<file path="src/sv/drq_pkg.sv">
// Shared types, codes and constants for the drop-oldest ring queue.
// No dependencies; used by drq_ctrl, drq_store and drop_oldest_ring_queue.
package drq_pkg;

    // Compile-time default for the largest ring the storage can hold
    localparam int unsigned MAX_DEPTH_DEF = 1024;

    // Fixed field widths
    localparam int unsigned CFG_W   = 11;
    localparam int unsigned CNT_OUT_W = 11;
    localparam int unsigned STAT_W  = 64;

    // Ring depth after reset
    localparam logic [CFG_W-1:0] RING_DEPTH_RST = 11'd1024;

    // Operation codes carried in tuser
    localparam logic [1:0] OP_PUBLISH = 2'd0;
    localparam logic [1:0] OP_CONSUME = 2'd1;
    localparam logic [1:0] OP_CLOSE   = 2'd2;

    // Result status codes
    localparam logic [1:0] ST_OK     = 2'd0;
    localparam logic [1:0] ST_CLOSED = 2'd1;
    localparam logic [1:0] ST_EMPTY  = 2'd2;

    // One stored entry
    typedef struct packed {
        logic [63:0] seq;
        logic [31:0] bytes;
        logic [31:0] handle;
        logic [63:0] slot;
    } t_entry;

    // Clamp a programmed depth into [2, max_d]
    function automatic int unsigned eff_depth(logic [CFG_W-1:0] d, int unsigned max_d);
        int unsigned v;
        v = int'(d);
        if (v < 2) begin
            v = 2;
        end else if (v > max_d) begin
            v = max_d;
        end
        return v;
    endfunction

endpackage

</file>
<file path="src/sv/drq_ctrl.sv">
// Pointer, count, statistics and per-transaction result logic for the
// drop-oldest ring queue. Depends on drq_pkg (codes, t_entry, eff_depth).
module drq_ctrl #(
    parameter int unsigned MAX_DEPTH = drq_pkg::MAX_DEPTH_DEF,
    localparam int unsigned AW = $clog2(MAX_DEPTH),
    localparam int unsigned CW = $clog2(MAX_DEPTH + 1)
) (
    input  logic                       i_clk,
    input  logic                       i_rst_n,
    input  logic                       i_cfg_we,
    input  logic [drq_pkg::CFG_W-1:0]  i_cfg_wdata,
    input  logic                       i_accept,
    input  logic [1:0]                 i_op,
    input  logic [63:0]                i_slot,
    input  logic [31:0]                i_handle,
    input  logic [31:0]                i_bytes,
    // storage side
    output logic                       o_we,
    output logic [AW-1:0]              o_waddr,
    output drq_pkg::t_entry            o_wentry,
    output logic                       o_re,
    output logic [AW-1:0]              o_raddr,
    // result of the last transaction
    output logic [1:0]                 o_status,
    output logic [63:0]                o_seq,
    output logic                       o_dropped,
    output logic                       o_rd_ok,
    output logic [CW-1:0]              o_count,
    output logic [CW-1:0]              o_peak,
    output logic [63:0]                o_drop_total,
    output logic [63:0]                o_pub_total,
    output logic [63:0]                o_cons_total,
    output logic [63:0]                o_byte_total
);

    logic [CW-1:0] r_depth;
    logic [AW-1:0] r_wr_idx, r_rd_idx;
    logic [CW-1:0] r_count, r_peak;
    logic [63:0]   r_next_seq;
    logic          r_closed;
    logic [63:0]   r_drop_ctr, r_pub_ctr, r_cons_ctr, r_byte_ctr;
    logic [1:0]    r_status;
    logic [63:0]   r_seq;
    logic          r_dropped, r_rd_ok;

    logic [AW-1:0] n_wr_idx, n_rd_idx;
    logic [CW-1:0] n_count, n_peak;
    logic [63:0]   n_next_seq;
    logic          n_closed;
    logic [63:0]   n_drop_ctr, n_pub_ctr, n_cons_ctr, n_byte_ctr;
    logic [1:0]    n_status;
    logic [63:0]   n_seq;
    logic          n_dropped, n_rd_ok;
    logic          w_pub, w_cons;

    logic [CW-1:0] w_wr_inc, w_rd_inc;
    logic [AW-1:0] w_wr_adv, w_rd_adv;

    // index + 1, wrapping at the active depth
    assign w_wr_inc = CW'(r_wr_idx) + CW'(1);
    assign w_rd_inc = CW'(r_rd_idx) + CW'(1);
    assign w_wr_adv = (w_wr_inc >= r_depth) ? '0 : AW'(w_wr_inc);
    assign w_rd_adv = (w_rd_inc >= r_depth) ? '0 : AW'(w_rd_inc);

    always_comb begin
        n_wr_idx   = r_wr_idx;
        n_rd_idx   = r_rd_idx;
        n_count    = r_count;
        n_peak     = r_peak;
        n_next_seq = r_next_seq;
        n_closed   = r_closed;
        n_drop_ctr = r_drop_ctr;
        n_pub_ctr  = r_pub_ctr;
        n_cons_ctr = r_cons_ctr;
        n_byte_ctr = r_byte_ctr;
        n_status   = drq_pkg::ST_OK;
        n_seq      = '0;
        n_dropped  = 1'b0;
        n_rd_ok    = 1'b0;
        w_pub      = 1'b0;
        w_cons     = 1'b0;
        case (i_op)
            drq_pkg::OP_PUBLISH: begin
                if (r_closed) begin
                    n_status = drq_pkg::ST_CLOSED;
                end else begin
                    w_pub = 1'b1;
                    // full: oldest entry goes, count stays the same
                    if (r_count >= r_depth) begin
                        n_rd_idx   = w_rd_adv;
                        n_drop_ctr = r_drop_ctr + 64'd1;
                        n_dropped  = 1'b1;
                    end else begin
                        n_count = r_count + CW'(1);
                    end
                    n_seq      = r_next_seq;
                    n_next_seq = r_next_seq + 64'd1;
                    n_wr_idx   = w_wr_adv;
                    n_pub_ctr  = r_pub_ctr + 64'd1;
                    n_byte_ctr = r_byte_ctr + 64'(i_bytes);
                    if (n_count > r_peak) begin
                        n_peak = n_count;
                    end
                end
            end
            drq_pkg::OP_CONSUME: begin
                if (r_count == '0) begin
                    n_status = r_closed ? drq_pkg::ST_CLOSED : drq_pkg::ST_EMPTY;
                end else begin
                    w_cons     = 1'b1;
                    n_rd_ok    = 1'b1;
                    n_rd_idx   = w_rd_adv;
                    n_count    = r_count - CW'(1);
                    n_cons_ctr = r_cons_ctr + 64'd1;
                end
            end
            drq_pkg::OP_CLOSE: begin
                n_closed = 1'b1;
            end
            default: begin
                // undefined op: nothing changes
            end
        endcase
    end

    always_ff @(posedge i_clk) begin
        if (!i_rst_n) begin
            r_depth    <= CW'(drq_pkg::eff_depth(drq_pkg::RING_DEPTH_RST, MAX_DEPTH));
            r_wr_idx   <= '0;
            r_rd_idx   <= '0;
            r_count    <= '0;
            r_peak     <= '0;
            r_next_seq <= '0;
            r_closed   <= 1'b0;
            r_drop_ctr <= '0;
            r_pub_ctr  <= '0;
            r_cons_ctr <= '0;
            r_byte_ctr <= '0;
            r_status   <= drq_pkg::ST_OK;
            r_seq      <= '0;
            r_dropped  <= 1'b0;
            r_rd_ok    <= 1'b0;
        end else if (i_cfg_we) begin
            // new depth empties the ring; statistics stay
            r_depth  <= CW'(drq_pkg::eff_depth(i_cfg_wdata, MAX_DEPTH));
            r_wr_idx <= '0;
            r_rd_idx <= '0;
            r_count  <= '0;
        end else if (i_accept) begin
            r_wr_idx   <= n_wr_idx;
            r_rd_idx   <= n_rd_idx;
            r_count    <= n_count;
            r_peak     <= n_peak;
            r_next_seq <= n_next_seq;
            r_closed   <= n_closed;
            r_drop_ctr <= n_drop_ctr;
            r_pub_ctr  <= n_pub_ctr;
            r_cons_ctr <= n_cons_ctr;
            r_byte_ctr <= n_byte_ctr;
            r_status   <= n_status;
            r_seq      <= n_seq;
            r_dropped  <= n_dropped;
            r_rd_ok    <= n_rd_ok;
        end
    end

    assign o_we            = i_accept && w_pub;
    assign o_waddr         = r_wr_idx;
    assign o_wentry.slot   = i_slot;
    assign o_wentry.handle = i_handle;
    assign o_wentry.bytes  = i_bytes;
    assign o_wentry.seq    = r_next_seq;
    assign o_re            = i_accept && w_cons;
    assign o_raddr         = r_rd_idx;

    assign o_status     = r_status;
    assign o_seq        = r_seq;
    assign o_dropped    = r_dropped;
    assign o_rd_ok      = r_rd_ok;
    assign o_count      = r_count;
    assign o_peak       = r_peak;
    assign o_drop_total = r_drop_ctr;
    assign o_pub_total  = r_pub_ctr;
    assign o_cons_total = r_cons_ctr;
    assign o_byte_total = r_byte_ctr;

endmodule

</file>
<file path="config.mk">
export PLATFORM = sky130hd
export DESIGN_NAME = drq_ctrl
export DESIGN_NICKNAME = d
export VERILOG_FILES = /design/src/sv/drq_pkg.sv /design/src/sv/drq_ctrl.sv
export SDC_FILE = /design/constraint.sdc
export NUM_CORES = 1
export LEC_CHECK = 0
export ABC_CLOCK_PERIOD_IN_PS = 3450
export BUFFER_PORTS_ARGS = -buffer_cell sky130_fd_sc_hd__buf_2
export CORE_AREA = 3 3 276 278
export CTS_CLUSTER_SIZE = 30
export DETAILED_ROUTE_END_ITERATION = 16
export DIE_AREA = 0 0 279 281
export SLEW_MARGIN = 20
export SYNTH_ARGS = -nofsm -noshare
export SYNTH_HDL_FRONTEND = slang
export SYNTH_SLANG_ARGS = --single-unit
export TNS_END_PERCENT = 10
</file>
<file path="constraint.sdc">
create_clock -name i_clk -period 3.45 [get_ports i_clk]
set_clock_uncertainty 0.05 [all_clocks]
set_input_delay 0.345 -clock i_clk [delete_from_list [all_inputs] [get_ports i_clk]]
set_output_delay 0.345 -clock i_clk [all_outputs]
set_load 0.05 [all_outputs]
</file>
* Yosys cells after proc, flatten, opt, wreduce, memory -nomap -nowiden
Cells that the tools add are included.
Storage, ports and cells: register bits after elaboration 442, latch bits 0, memory bits (writable) 0, bits in read-only memories 0, memories kept 0
Operators by class: add/sub/neg operators 9, $mul 0, divide/modulo/power cells 0, $lt $le $gt $ge 6, equal/unequal tests 5, shift-type cells 0, multiplexer cells 27, bitwise operators 4, reductions and logical operators 15
Operators with widths (number):
- 64-bit by 1-bit adder with 64-bit output (second input constant) | 4
- 64-bit 2-to-1 mux | 2
- 11-bit 2-to-1 mux | 7
- 64-bit by 32-bit adder with 64-bit output | 1
- 10-bit 2-to-1 mux | 5
- 11-bit greater-or-equal comparator | 3
- 10-bit by 1-bit adder with 11-bit output (second input constant) | 2
- 11-bit one-hot mux with 2 select lines | 1
- 10-bit one-hot mux with 2 select lines | 1
- 5-bit AND reduction | 3
- 4-bit AND reduction | 3
- 11-bit by 1-bit adder with 11-bit output (second input constant) | 1
- 11-bit greater-than comparator | 1
- 11-bit greater-than comparator (second input constant) | 1
- 11-bit zero test | 1
- 11-bit by 2-bit < comparator with 1-bit output (second input constant) | 1
- 11-bit by 1-bit subtractor with 11-bit output (second input constant) | 1
- 1-bit 2-to-1 mux | 8
- 2-bit != test (second input constant) | 3
- 3-bit AND reduction | 2
- 2-bit 2-to-1 mux | 2
- 1-bit inverter | 4
- 2-bit one-hot mux with 2 select lines | 1
- 2-bit by 1-bit == test with 1-bit output (second input constant) | 1
- 6 further kinds | 7

* Depth between registers and ports, before layout
Gate-level depths: netlist of the first run.
word-level depth 6, gate-level depth with buffers 21, depth with buffers taken out 19

* Worst setup path after synthesis of the first run
No wires, ideal clock.
path kind flip-flop to flip-flop, start point register r_count[0], in the netlist o_count[0], end point register r_peak[0], in the netlist o_peak[0], library setup time 0.086 ns, arrival time 4.088 ns, required time 3.314 ns, slack -0.774 ns, stages on the path, launching flop included 20, buffers on the path 2, period minus slack after synthesis 4.224 ns, path through dfxtp_1 inv_1 ha_1 nand2b_1 a21o_1 a21oi_1 o21a_1 o21ai_1 clkbuf_1 nor3_1 xnor2_1 inv_1 ha_1 nand4_1 o21ai_0 o21bai_1 a21oi_1 clkbuf_1 nor2_1 a211oi_1
On the way: longest elaborated chain between the ends 6, elaborated cells on any way between the ends 7
RTL lines:
- from (decl) | line drq_ctrl.sv:38 | logic [CW-1:0] r_count, r_peak;
- from (signal assigned) | line drq_ctrl.sv:152 | r_count <= n_count;
- 11-bit by 1-bit adder with 11-bit output / 11-bit greater-or-equal comparator (equally long branches) | line drq_ctrl.sv:94, drq_ctrl.sv:89
- 11-bit 2-to-1 mux (*) | line drq_ctrl.sv:89 | if (r_count >= r_depth) begin
- 11-bit 2-to-1 mux (*) | line drq_ctrl.sv:84 | if (r_closed) begin
- 11-bit 2-to-1 mux (*) | line drq_ctrl.sv:82 | case (i_op)
- 11-bit greater-than comparator | line drq_ctrl.sv:101 | if (n_count > r_peak) begin
- 5-bit AND reduction (no line)
- to (signal assigned) | line drq_ctrl.sv:153 | r_peak <= n_peak;
- to (decl) | line drq_ctrl.sv:38
Mark *: on every way between the ends. The rest lies on a longest branch, timed or not. The select of a mux whose other input is x is not followed. A chain may end at the register's enable or synchronous reset.

* Final worst setup path of the first run
start point register r_count[8], in the netlist o_count[8], end point register r_peak[2], in the netlist o_peak[2]
The elaborated chain is that of the path after synthesis.

==> flow_summary_export.csv, run 1 <==
group,metric,value,unit
status,result_of_the_run,"finished, final reports clean",
yosys,synth-adder-area-share,4.654,%
finish,total_of_fill_cells_in_the_finished_design,7631,
clock_network,cts.reportedPaths.clkPinSlew,0.06,ns
yosys,synth.mux.area_fraction,0.7883,%
sta,slew_headroom,40.27,%
route,drt_first_pass_iters,6,
die,num_io_pins,705,
grt,globalRouteTotalUtil,18.30,%
yosys,largest_family_of_logic_cells_by_synthesized_area,"simple AND/OR/NAND/NOR gates",
place,placement.io_buffers,512,
worst_setup_path,critical_path_arrival,3.86,ns
route,routed_metal_1_wirelength,33.26,mm
worst_setup_path,crit_chain,"ha_1 > a21o_1 > a21o_1 > a21oi_2 > buf_4 > o21ai_4 > nor3_1 > xnor2_1 > inv_1 > ha_1 > nand4_1 > o31ai_1 > a21oi_2 > buf_4 > buf_4 > o21ai_2 > a21oi_2",
yosys,synth_compound_area_share,13.57,%
sta,period_needed,3.429,ns
yosys,xor_xnor_cell_area_share_of_the_yosys_netlist,9.742,%
route,met2_length,34.43,mm
route,met3_length,5.680,mm
die,die_height,281,um
yosys,postSynthAreaPerCell,8.270,um2
worst_setup_path,worst-path-max-fanout,7,
sta,finalHoldViolCount,0,
power,seq_power_share,43.4,%
power,switching_share,25.17,%
yosys,synth.net_count,3013,
grt,grt_antenna_before_repair,0,
die,initial_utilization,31.02,%
sta,layout_setup_ws,0.02080,ns
finish,finish.utilization,38.02,%
sta,actual_transition_at_the_worst_max_transition_pin,0.8891,ns
yosys,synth_async_sr_flop_share,0,%
yosys,synth_enable_flop_cells,0,
grt,gr_ovfl_total,0,
finish,fin_area,28210,um2
die,die_w,279,um
place,place_area,26100,um2
finish,final_layout_size_suffix_gt1_share,24.09,%
sta,final_min_period_over_clock_period,99.40,%
place,preCtsSetupSlack,-0.03010,ns
sta,max_clock_freq,0.2916,GHz
clock_network,numCtsBuffers,52,
route,avgViaCountPerCell,5.038,
finish,multi_input_area,12670,um2
power,switchingPower,2.994,mW
route,initialDrtViolationCount,1241,
worst_setup_path,critPathKind,"register to register",
worst_setup_path,critical_path_required,3.88,ns
yosys,post_synth_and_or_nand_nor_area_fraction,25.44,%
run,cap_viol_max_count,0,
clock_network,numClockSinks,442,
grt,grt_pass1_vias,19607,
yosys,synth_register_bits,442,
die,fp-row-count,100,
clock_network,cts_buffer_depth,3,
route,avgRoutedWirePerCell,18.07,um
power,power-per-cell-area,421.7,nW/um2
worst_setup_path,cp_slowest_stage_delay,0.34,ns
die,die_area,78400,um2
clock_network,clk_latency,0.61,ns
finish,num-nets-final,3419,
clock_network,root_driver,"sky130_fd_sc_hd__clkbuf_16",
place,place.detailed.hpwl,55.86,mm
sta,slew_violations,0,
route,route.final.wire_length,75.88,mm
finish,register_area,8870,um2
power,vdd_drop_max,497.7,uV
die,coreArea,74200,um2
yosys,post_synth_cell_types,87,
grt,largest_net_degree_at_the_start_of_global_routing,131,
sta,setup-violations-final,0,
worst_setup_path,setup.worst_path.start_class,"register",
yosys,ys_dominant_reg_cell,"sky130_fd_sc_hd__dfxtp_1",
route,detail-route-antenna-nets,0,
power,power.combinational.fraction,7.4,%
yosys,yosysWarnings,0,
grt,global_route_wire_length_before_repair,115.3,mm
route,total_vias_in_the_final_route,21155,
sta,hold_slack,0.06892,ns
power,p_clk_share,49.2,%
power,internal_power,8.901,mW
finish,antennaDiodeCount,0,
worst_setup_path,crit_path_end_kind,"register",
yosys,synth-seq-area-share,38.45,%
finish,post_layout_nonfiller_instances,4199,
clock_network,cts_tree,"done",
finish,layout-area-overhead-vs-synth,22.56,%
route,drt_drc_violations_left,0,
sta,grt_setup_unrepaired,"true",
clock_network,cts_htree_levels,2,
place,post_place_cells,4092,
yosys,syn-cell-area,23010,um2
route,highest-signal-layer,"met4",
yosys,synthesis.instances,2783,
place,place_congestion,0.8814,
power,cellLeakagePower,11.82,nW
worst_setup_path,crit_slowest_cell,"sky130_fd_sc_hd__dfxtp_4",
hold_path,worst_hold_path_type,"input pin to register",
==> kinds of logic (layout without fill, tap and decap cells) <==
logic type	Yosys count	after routing
multiplexers	18	18
adder cells (fa/ha/maj)	85	85
buffers and inverters	321	768
flip-flops	442	442
AO/OA/AOI/OAI	489	489
XOR/XNOR	256	256
AND/OR/NAND/NOR	1172	1172
==> cell type report <==
cell class / instances / share of cell area (%)
clock buffer: 76 / 5.541
inverter: 74 / 1.020
multi-input combinational: 2020 / 44.91
tap: 969 / 4.298
timing repair buffer: 599 / 11.86
sequential: 442 / 31.45
clock inverter: 19 / 0.9182
==> state kept, by name, summed over array words and instances, names as in the netlist, 64 cells and up <==
name / cells
o_cons_total: 64
o_drop_total: 64
o_byte_total: 64
o_seq: 64
r_next_seq: 64
o_pub_total: 64
==> stage by stage <==
step / TNS, ns / power [mW]
2_1_floorplan: -0.1896 / 6.168
3_3_place_gp: 0 / 6.124
3_5_place_dp: -0.1596 / 6.125
4_1_cts: 0 / 12.06
5_1_grt: -1.214 / 12.34
6_report: 0 / 11.89
==> worst max-delay path: cells and delay by family (launching register included) <==
kind | cells | cell delay (ns)
compound gates | 8 | 1.18
xor+xnor | 1 | 0.17
fa+ha+maj | 2 | 0.62
buf+inv | 4 | 0.53
flops | 1 | 0.34
simple gates | 2 | 0.41
==> path summary, 6_finish.rpt <==
check                   start               end  slack (ns)  depth (start not counted)
min            i_cfg_wdata[7]        r_depth[7]        0.07                          3
max                o_count[8]         o_peak[2]        0.02                         17
max reg2reg        o_count[8]         o_peak[2]        0.02                         17
min reg2reg  o_byte_total[13]  o_byte_total[13]        0.42                          2
==> routing by layer <==
layer,global-route usage [%],vias up
li1,-,10417
met1,23.48,9966
met2,29.47,635
met3,5.275,137
met4,6.263,0
met5,0,-
==> synthesized netlist by cell type (all sizes together), types with 4 or more instances <==
master	count	area share (%)
xnor2	121	4.6
nand3	163	3.6
a21o	24	0.79
nand4	81	2.2
nor3	37	0.89
xor2	135	5.1
mux2i	17	0.74
a21oi	171	3.7
o21ai	118	2.6
buf	139	4.4
a31oi	6	0.16
nand2	251	4.1
nor4b	4	0.15
clkbuf	108	1.8
o22ai	5	0.14
o221ai	4	0.15
a22oi	64	2.1
o211ai	11	0.38
o2111ai	5	0.27
and2	44	1.2
nor2	339	5.6
nand4b	4	0.15
nand2b	22	0.60
or3	74	2.0
a211oi	11	0.41
a22o	7	0.27
and3	50	1.4
o21a	10	0.33
inv	72	1.2
or2	16	0.43
nand3b	6	0.20
a2111oi	10	0.65
dfxtp	442	38
nor4	20	0.73
o21bai	11	0.36
o31ai	9	0.29
or4	9	0.29
and4	34	1.3
nor2b	10	0.27
ha	84	4.6
nor3b	5	0.18
==> timing repair <==
item                                    in CTS  in global routing
hold buffers                                 6                  0
buffers inserted                             3                  2
hold endpoints to repair                     6                  0
gates cloned                                 0                  1
endpoints found under the setup margin      12                 13
resized for setup                            6                 24
pin swaps                                    5                 16
==> power by group through the flow <==
stage	logic [mW]	clock network [mW]	registers (mW)
floorplan	0.820	0	5.35
global placement	0.849	0	5.28
detailed placement	0.849	0	5.28
CTS	0.861	6.04	5.16
global route	0.947	6.23	5.17
finish	0.876	5.85	5.17
==> layout by cell type (no fill, tap or decap), types with 9 or more instances in the layout <==
cell type,netlist,layout
sky130_fd_sc_hd__nand3_1,161,161
sky130_fd_sc_hd__and4_1,34,34
sky130_fd_sc_hd__xnor2_1,121,120
sky130_fd_sc_hd__nor3_1,33,31
sky130_fd_sc_hd__a22oi_1,64,64
sky130_fd_sc_hd__clkbuf_16,0,54
sky130_fd_sc_hd__or3_1,74,74
sky130_fd_sc_hd__clkbuf_8,0,15
sky130_fd_sc_hd__or4_1,9,9
sky130_fd_sc_hd__o21ai_0,110,99
sky130_fd_sc_hd__buf_2,5,511
sky130_fd_sc_hd__dfxtp_1,442,431
sky130_fd_sc_hd__a21o_1,23,23
sky130_fd_sc_hd__o21ai_1,7,9
sky130_fd_sc_hd__and2_1,43,42
sky130_fd_sc_hd__nand2b_1,22,21
sky130_fd_sc_hd__o21bai_1,11,11
sky130_fd_sc_hd__a211oi_1,10,9
sky130_fd_sc_hd__or2_2,14,14
sky130_fd_sc_hd__nor2b_1,10,10
sky130_fd_sc_hd__and3_1,50,49
sky130_fd_sc_hd__nand4_1,80,80
sky130_fd_sc_hd__xor2_1,135,135
sky130_fd_sc_hd__nand2_1,249,247
sky130_fd_sc_hd__o21a_1,10,10
sky130_fd_sc_hd__o211ai_1,10,10
sky130_fd_sc_hd__mux2i_1,17,17
sky130_fd_sc_hd__buf_4,128,72
sky130_fd_sc_hd__inv_1,72,69
sky130_fd_sc_hd__nor2_1,337,336
sky130_fd_sc_hd__a21oi_1,171,163
sky130_fd_sc_hd__ha_1,84,79
sky130_fd_sc_hd__o21ai_2,1,9
sky130_fd_sc_hd__nor4_1,16,16
sky130_fd_sc_hd__o31ai_1,9,9
No activity file was read; power rests on OpenSTA's default activity.
==> run 2: changes to the inputs <==
--- a/config.mk
+++ b/config.mk
@@ -5,13 +5,13 @@
 export SDC_FILE = /design/constraint.sdc
 export NUM_CORES = 1
 export LEC_CHECK = 0
-export ABC_CLOCK_PERIOD_IN_PS = 3450
+export ABC_CLOCK_PERIOD_IN_PS = 3900
 export BUFFER_PORTS_ARGS = -buffer_cell sky130_fd_sc_hd__buf_2
 export CORE_AREA = 3 3 276 278
 export CTS_CLUSTER_SIZE = 30
 export DETAILED_ROUTE_END_ITERATION = 16
 export DIE_AREA = 0 0 279 281
-export SLEW_MARGIN = 20
+export RECOVER_POWER = 25
 export SYNTH_ARGS = -nofsm -noshare
 export SYNTH_HDL_FRONTEND = slang
 export SYNTH_SLANG_ARGS = --single-unit
==> constraint.sdc (replaced) <==
create_clock -name i_clk -period 3.9 [get_ports i_clk]
set_clock_uncertainty 0.05 [all_clocks]
set_input_delay 0.39 -clock i_clk [delete_from_list [all_inputs] [get_ports i_clk]]
set_output_delay 0.39 -clock i_clk [all_outputs]
set_load 0.05 [all_outputs]
==> run 2 against run 1 <==
  * Sequential share of layout area increased by 0.77 points
  * Cell count is 0.67% lower
  * Utilization is 0.97 points lower
  * Combinational power fell by 17%
  * First-iteration DRC count rose by 7.0%
  * Non-clock buffer count shrank 31
  * Via count down 0.74%
  * Wire length decreased by 1.4%
  * Sequential cell count unchanged
==> flow_summary_export.csv, run 2 (synthesized netlist as in run 1, its figures left out) <==
group,metric,value,unit
status,result_of_the_run,"finished, final reports clean",
clock_network,cts_htree_levels,2,
route,avgRoutedWirePerCell,17.94,um
worst_setup_path,critPathBufInv,3,
die,die_w,279,um
clock_network,cts_tree,"done",
sta,max_clock_freq,0.2857,GHz
worst_setup_path,crit_chain,"inv_1 > ha_1 > a21o_1 > a21o_1 > a21oi_1 > o21ai_2 > nor3_1 > xnor2_1 > inv_1 > ha_1 > nand4_1 > o21bai_1 > a21oi_1 > buf_6 > mux2i_1 > nor2_1",
finish,num-nets-final,3389,
route,drt_drc_violations_left,0,
place,placement.io_buffers,512,
sta,actual_transition_at_the_worst_max_transition_pin,0.8058,ns
sta,grt_setup_unrepaired,"false",
route,route.final.wire_length,74.84,mm
grt,gr_ovfl_total,0,
clock_network,root_driver,"sky130_fd_sc_hd__clkbuf_16",
worst_setup_path,worst-path-max-fanout,21,
hold_path,worst_hold_path_type,"input pin to register",
power,finalPower,10.37,mW
die,fp-row-count,100,
sta,finalHoldViolCount,0,
grt,global_route_wire_length_before_repair,114.0,mm
die,die_height,281,um
route,drt_first_pass_iters,5,
route,detail-route-antenna-nets,0,
route,total_vias_in_the_final_route,20999,
die,num_io_pins,705,
finish,most_common_library_cell_in_the_layout_ignoring_fill_and_taps,"sky130_fd_sc_hd__dfxtp_1",
worst_setup_path,critPathKind,"register to register",
clock_network,clk_latency,0.60,ns
worst_setup_path,critical_path_required,4.29,ns
finish,post_layout_nonfiller_instances,4171,
finish,fin_area,27490,um2
finish,layout-area-overhead-vs-synth,19.44,%
clock_network,numClockSinks,442,
place,place_congestion,0.9094,
die,initial_utilization,31.02,%
place,post_place_cells,4066,
route,initialDrtViolationCount,1328,
grt,globalRouteTotalUtil,18.16,%
worst_setup_path,critical_path.top_delay_family,"compound AO/OA/AOI/OAI gates",
worst_setup_path,crit_path_end_kind,"register",
sta,final_min_period_over_clock_period,89.76,%
sta,slew_violations,0,
worst_setup_path,crit_slowest_cell,"sky130_fd_sc_hd__ha_1",
route,avgViaCountPerCell,5.035,
place,place.detailed.hpwl,55.61,mm
clock_network,cts_buffer_depth,3,
sta,period_needed,3.501,ns
run,cap_viol_max_count,0,
worst_setup_path,setup.worst_path.start_class,"register",
finish,total_of_fill_cells_in_the_finished_design,7794,
clock_network,post_cts.repair.setup_buffers,0,
clock_network,cts.reportedPaths.clkPinSlew,0.06,ns
grt,largest_net_degree_at_the_start_of_global_routing,116,
sta,fin_tns_setup,0,ns
sta,slew_headroom,46.28,%
finish,finish.utilization,37.05,%
grt,grt_antenna_before_repair,2,
worst_setup_path,critical_path_arrival,3.89,ns
sta,setup-violations-final,0,
grt,grt_pass1_vias,19285,
die,coreArea,74200,um2
power,cellLeakagePower,10.98,nW
power,power-per-cell-area,377.1,nW/um2
finish,most_frequent_cells_in_the_layout,"sky130_fd_sc_hd__dfxtp_1, sky130_fd_sc_hd__buf_2, sky130_fd_sc_hd__nor2_1",
place,place_area,25810,um2
die,die_area,78400,um2
worst_setup_path,cp_slowest_stage_delay,0.30,ns
finish,final_layout_size_suffix_gt1_share,17.24,%
power,vdd_drop_max,298.8,uV
clock_network,numCtsBuffers,53,
-- run 2: cell types whose count changed in the layout (fill, tap and decap cells not counted), sizes merged --
cell	change
diode	+1
bufinv	-1
buf	-180
dlygate4sd3	+1
inv	-1
clkinv	-1
clkbuf	+153
-- run 2: worst paths after layout --
path | start | endpoint | slack, ns | cells past startpoint
worst max-delay path | r_depth[8] | o_peak[1] | 0.40 | 16
worst min-delay path | i_cfg_wdata[0] | r_depth[0] | 0.05 | 3
worst max register to register | r_depth[8] | o_peak[1] | 0.40 | 16
worst min register to register | o_byte_total[4] | o_byte_total[4] | 0.42 | 2
-- run 2: area by class of cell --
class / count / area, um2 / share of cell area [%]
Antenna cell: 1 / 2.502 / 0.009104
Multi-Input combinational cell: 2020 / 12490 / 45.44
Clock buffer: 81 / 1563 / 5.685
Tap cell: 969 / 1212 / 4.411
Sequential cell: 442 / 8855 / 32.21
Clock inverter: 16 / 221.5 / 0.8057
Timing Repair Buffer: 568 / 2858 / 10.40
Inverter: 74 / 285.3 / 1.038
-- run 2: worst register-to-register path: stages, from the launching register on --
cell                       delay [ns]
sky130_fd_sc_hd__dfxtp_1         0.29
sky130_fd_sc_hd__inv_1           0.14
sky130_fd_sc_hd__ha_1            0.29
sky130_fd_sc_hd__a21o_1          0.16
sky130_fd_sc_hd__a21o_1          0.17
sky130_fd_sc_hd__a21oi_1         0.29
sky130_fd_sc_hd__o21ai_2         0.18
sky130_fd_sc_hd__nor3_1          0.27
sky130_fd_sc_hd__xnor2_1         0.21
sky130_fd_sc_hd__inv_1           0.08
sky130_fd_sc_hd__ha_1            0.30
sky130_fd_sc_hd__nand4_1         0.13
sky130_fd_sc_hd__o21bai_1        0.18
sky130_fd_sc_hd__a21oi_1         0.16
sky130_fd_sc_hd__buf_6           0.20
sky130_fd_sc_hd__mux2i_1         0.20
sky130_fd_sc_hd__nor2_1          0.05
-- run 2: report_power, final --
group          total, mW  switching [mW]  internal (mW)
logic              0.726           0.535          0.191
clock network       5.07            2.04           3.03
registers           4.57          0.0289           4.54
total               10.4            2.61           7.76
-- run 2: what timing repair did --
item | in CTS | in global routing
hold buffers | 7 | 0
hold endpoints to repair | 7 | 0
resized for setup | 0 | 4
endpoints found under the setup margin | 0 | 11
-- run 2: per-layer routing --
metal / global-route usage [%] / vias to the layer above / routed length (um)
li1: - / 10368 / -
met1: 24.08 / 9831 / 33350
met2: 28.47 / 669 / 33170
met3: 5.225 / 129 / 6004
met4: 5.737 / 2 / 2268
met5: 0.4884 / - / 51
-- run 2: per-stage QoR --
step	hold slack, ns	setup slack [ns]
after floorplan	0.4066	0.03410
after global placement	0.4093	0.2450
after detailed placement	0.4106	0.2400
after CTS	0.007680	0.2249
after global routing	0.05824	0.004926
final	0.05289	0.3994
==> run 3: changes to the inputs <==
--- a/config.mk
+++ b/config.mk
@@ -7,10 +7,11 @@
 export LEC_CHECK = 0
 export ABC_CLOCK_PERIOD_IN_PS = 3900
 export BUFFER_PORTS_ARGS = -buffer_cell sky130_fd_sc_hd__buf_2
-export CORE_AREA = 3 3 276 278
+export CORE_AREA = 3 3 274 276
 export CTS_CLUSTER_SIZE = 30
 export DETAILED_ROUTE_END_ITERATION = 16
-export DIE_AREA = 0 0 279 281
+export DIE_AREA = 0 0 277 279
+export HOLD_SLACK_MARGIN = 0.1
 export RECOVER_POWER = 25
 export SYNTH_ARGS = -nofsm -noshare
 export SYNTH_HDL_FRONTEND = slang
==> run 3 against run 2 <==
  * Die area is 1.4% lower
  * Largest power group unchanged
  * Wire length is 0.12% higher
  * Combinational power hardly changed
  * Global-route usage is 0.26 points higher
  * Final area hardly changed
  * Maximum frequency is 3.5% lower
  * Cell count is 0.29% lower
  * Sequential power hardly changed
  * Critical endpoint is now o_pub_total[48]
  * First-iteration DRC count is 1.1% higher
  * Clock power is 0.8% lower
  * Count of clock-buffer cells in the layout is 5 lower
  * Setup slack worse by 0.13 ns
==> flow_summary_export.csv, run 3 (synthesized netlist as in run 1, its figures left out) <==
group,metric,value,unit
power,switching_share,25.13,%
finish,layout-area-overhead-vs-synth,19.44,%
grt,grt_antenna_before_repair,0,
power,power.combinational.fraction,7.1,%
worst_setup_path,r2r_end,"o_peak[1]",
grt,global_route_wire_length_before_repair,115.5,mm
route,initialDrtViolationCount,1343,
grt,gr_ovfl_total,0,
route,avgRoutedWirePerCell,18.02,um
place,post_place_cells,4050,
finish,finish.utilization,37.74,%
sta,setup-violations-final,0,
sta,fin_tns_setup,0,ns
clock_network,clk_latency,0.60,ns
clock_network,cts.reportedPaths.clkPinSlew,0.06,ns
sta,slew_headroom,41.45,%
worst_setup_path,cp_slowest_stage_delay,0.73,ns
power,vdd_drop_max,369.9,uV
route,route.final.wire_length,74.94,mm
worst_setup_path,critPathKind,"input pin to register",
die,die_area,77280,um2
die,die_height,279,um
clock_network,cts_htree_levels,2,
finish,fin_area,27490,um2
clock_network,root_driver,"sky130_fd_sc_hd__clkbuf_16",
route,detail-route-antenna-nets,0,
worst_setup_path,timing.critical_path.to,"o_pub_total[48]",
route,avgViaCountPerCell,5.083,
worst_setup_path,crit_top_cell,"sky130_fd_sc_hd__clkbuf_1",
sta,finalHoldViolCount,0,
power,p_clk_share,48.7,%
place,place_congestion,0.8944,
die,initial_utilization,31.60,%
power,seq_power_share,44.2,%
sta,final_min_period_over_clock_period,93.06,%
worst_setup_path,critical_path_arrival,4.04,ns
grt,grt_pass1_vias,19517,
clock_network,cts_buffer_depth,3,
finish,final_layout_size_suffix_gt1_share,17.07,%
finish,most_frequent_cells_in_the_layout,"sky130_fd_sc_hd__dfxtp_1, sky130_fd_sc_hd__buf_2, sky130_fd_sc_hd__nor2_1",
worst_setup_path,crit_slowest_cell,"sky130_fd_sc_hd__nor3_1",
grt,largest_net_degree_at_the_start_of_global_routing,135,
die,die_w,277,um
power,switchingPower,2.596,mW
clock_network,cts_tree,"done",
worst_setup_path,crit_path_end_kind,"register",
worst_setup_path,setup.worst_path.start_class,"input pin",
place,place_area,25760,um2
worst_setup_path,reg2reg_from,"r_depth[8]",
clock_network,numClockSinks,442,
power,power-per-cell-area,375.8,nW/um2
power,internal_power,7.735,mW
route,drt_first_pass_iters,5,
worst_setup_path,worst_setup_path_startpoint,"i_cfg_we",
die,coreArea,72830,um2
finish,post_layout_nonfiller_instances,4159,
place,place.detailed.hpwl,55.18,mm
worst_setup_path,worst-r2r-setup-slack,0.38,ns
worst_setup_path,critical_path_required,4.31,ns
clock_network,numCtsBuffers,53,
sta,actual_transition_at_the_worst_max_transition_pin,0.8783,ns
power,cellLeakagePower,10.95,nW
die,num_io_pins,705,
run,cap_viol_max_count,0,
worst_setup_path,reg2reg_depth,17,
finish,most_common_library_cell_in_the_layout_ignoring_fill_and_taps,"sky130_fd_sc_hd__dfxtp_1",
grt,globalRouteTotalUtil,18.43,%
finish,total_of_fill_cells_in_the_finished_design,7625,
hold_path,worst_hold_path_type,"input pin to register",
finish,num-nets-final,3389,
die,fp-row-count,99,
sta,max_clock_freq,0.2755,GHz
worst_setup_path,worst-path-max-fanout,8,
status,result_of_the_run,"finished, final reports clean",
sta,slew_violations,0,
route,drt_drc_violations_left,0,
worst_setup_path,crit_chain,"dlygate4sd3_1 > clkbuf_1 > nor3b_2 > clkbuf_1 > nand4_1 > or2_1 > nor3_1 > and3_1 > xnor2_1 > nor2_1",
route,total_vias_in_the_final_route,21141,
place,placement.io_buffers,512,
sta,period_needed,3.629,ns
clock_network,post_cts.repair.setup_buffers,0,
==> run 3: cell count changes in the layout (fill, tap and decap cells not counted), moves of 2 or more <==
cell	change
sky130_fd_sc_hd__dlygate4sd3_1	+6
sky130_fd_sc_hd__buf_2	-2
sky130_fd_sc_hd__clkinvlp_4	+3
sky130_fd_sc_hd__buf_4	-7
==> run 3: final cells by class <==
cell class	count	area, um2	share of cell area [%]
multi-input combinational	2020	12490	45.45
sequential	442	8855	32.21
timing repair buffer	568	2875	10.46
clock buffer	76	1534	5.580
tap	959	1200	4.365
inverter	74	285.3	1.038
clock inverter	19	244.0	0.8876
antenna	1	2.502	0.009103
==> run 3: metrics by stage <==
step	worst slack, ns	hold WS, ns	power, mW
floorplan	0.03410	0.4066	5.448
global placement	0.2620	0.3930	5.392
detailed placement	0.2531	0.3984	5.390
CTS	0.2508	0.1145	10.51
global route	-0.001022	0.1890	10.73
finish	0.2708	0.1591	10.33
==> run 3: worst max-delay path, delay by kind of cell <==
| kind | cells | cell delay [ns] |
|---|---|---|
| xor gates and xnor gates | 1 | 0.12 |
| and+or+nand+nor | 6 | 2.19 |
| buffers and inverters | 3 | 1.33 |
==> run 3: worst min-delay path by stage <==
stage,slack (ns),end,cells past startpoint,from
floorplan,0.41,r_depth[9],2,r_depth[9]
global placement,0.39,o_rd_ok,2,o_rd_ok
detailed placement,0.40,o_rd_ok,2,o_rd_ok
CTS,0.11,o_status[0],4,i_op[1]
global route,0.19,o_status[0],4,i_op[1]
finish,0.16,o_status[0],4,i_op[1]
==> run 3: what timing repair did <==
item,in CTS,in global routing
hold buffers,13,0
gates resized for setup,0,4
endpoints found under the setup margin,0,11
hold endpoints to repair,12,0
==> run 3: power by group through the flow <==
stage / combinational [mW] / clock [mW] / sequential (mW)
floorplan: 0.716 / 0 / 4.73
global placement: 0.722 / 0 / 4.67
detailed placement: 0.720 / 0 / 4.67
CTS: 0.734 / 5.21 / 4.57
global route: 0.790 / 5.37 / 4.57
finish: 0.728 / 5.03 / 4.57
==> run 3: routing by layer <==
layer,part of all wire [%],vias up,GRT usage (%)
met5,0.049,-,0.3663
met4,3.2,2,6.088
met3,7.3,138,4.967
met2,45,654,28.80
met1,45,9982,24.62
li1,-,10365,-
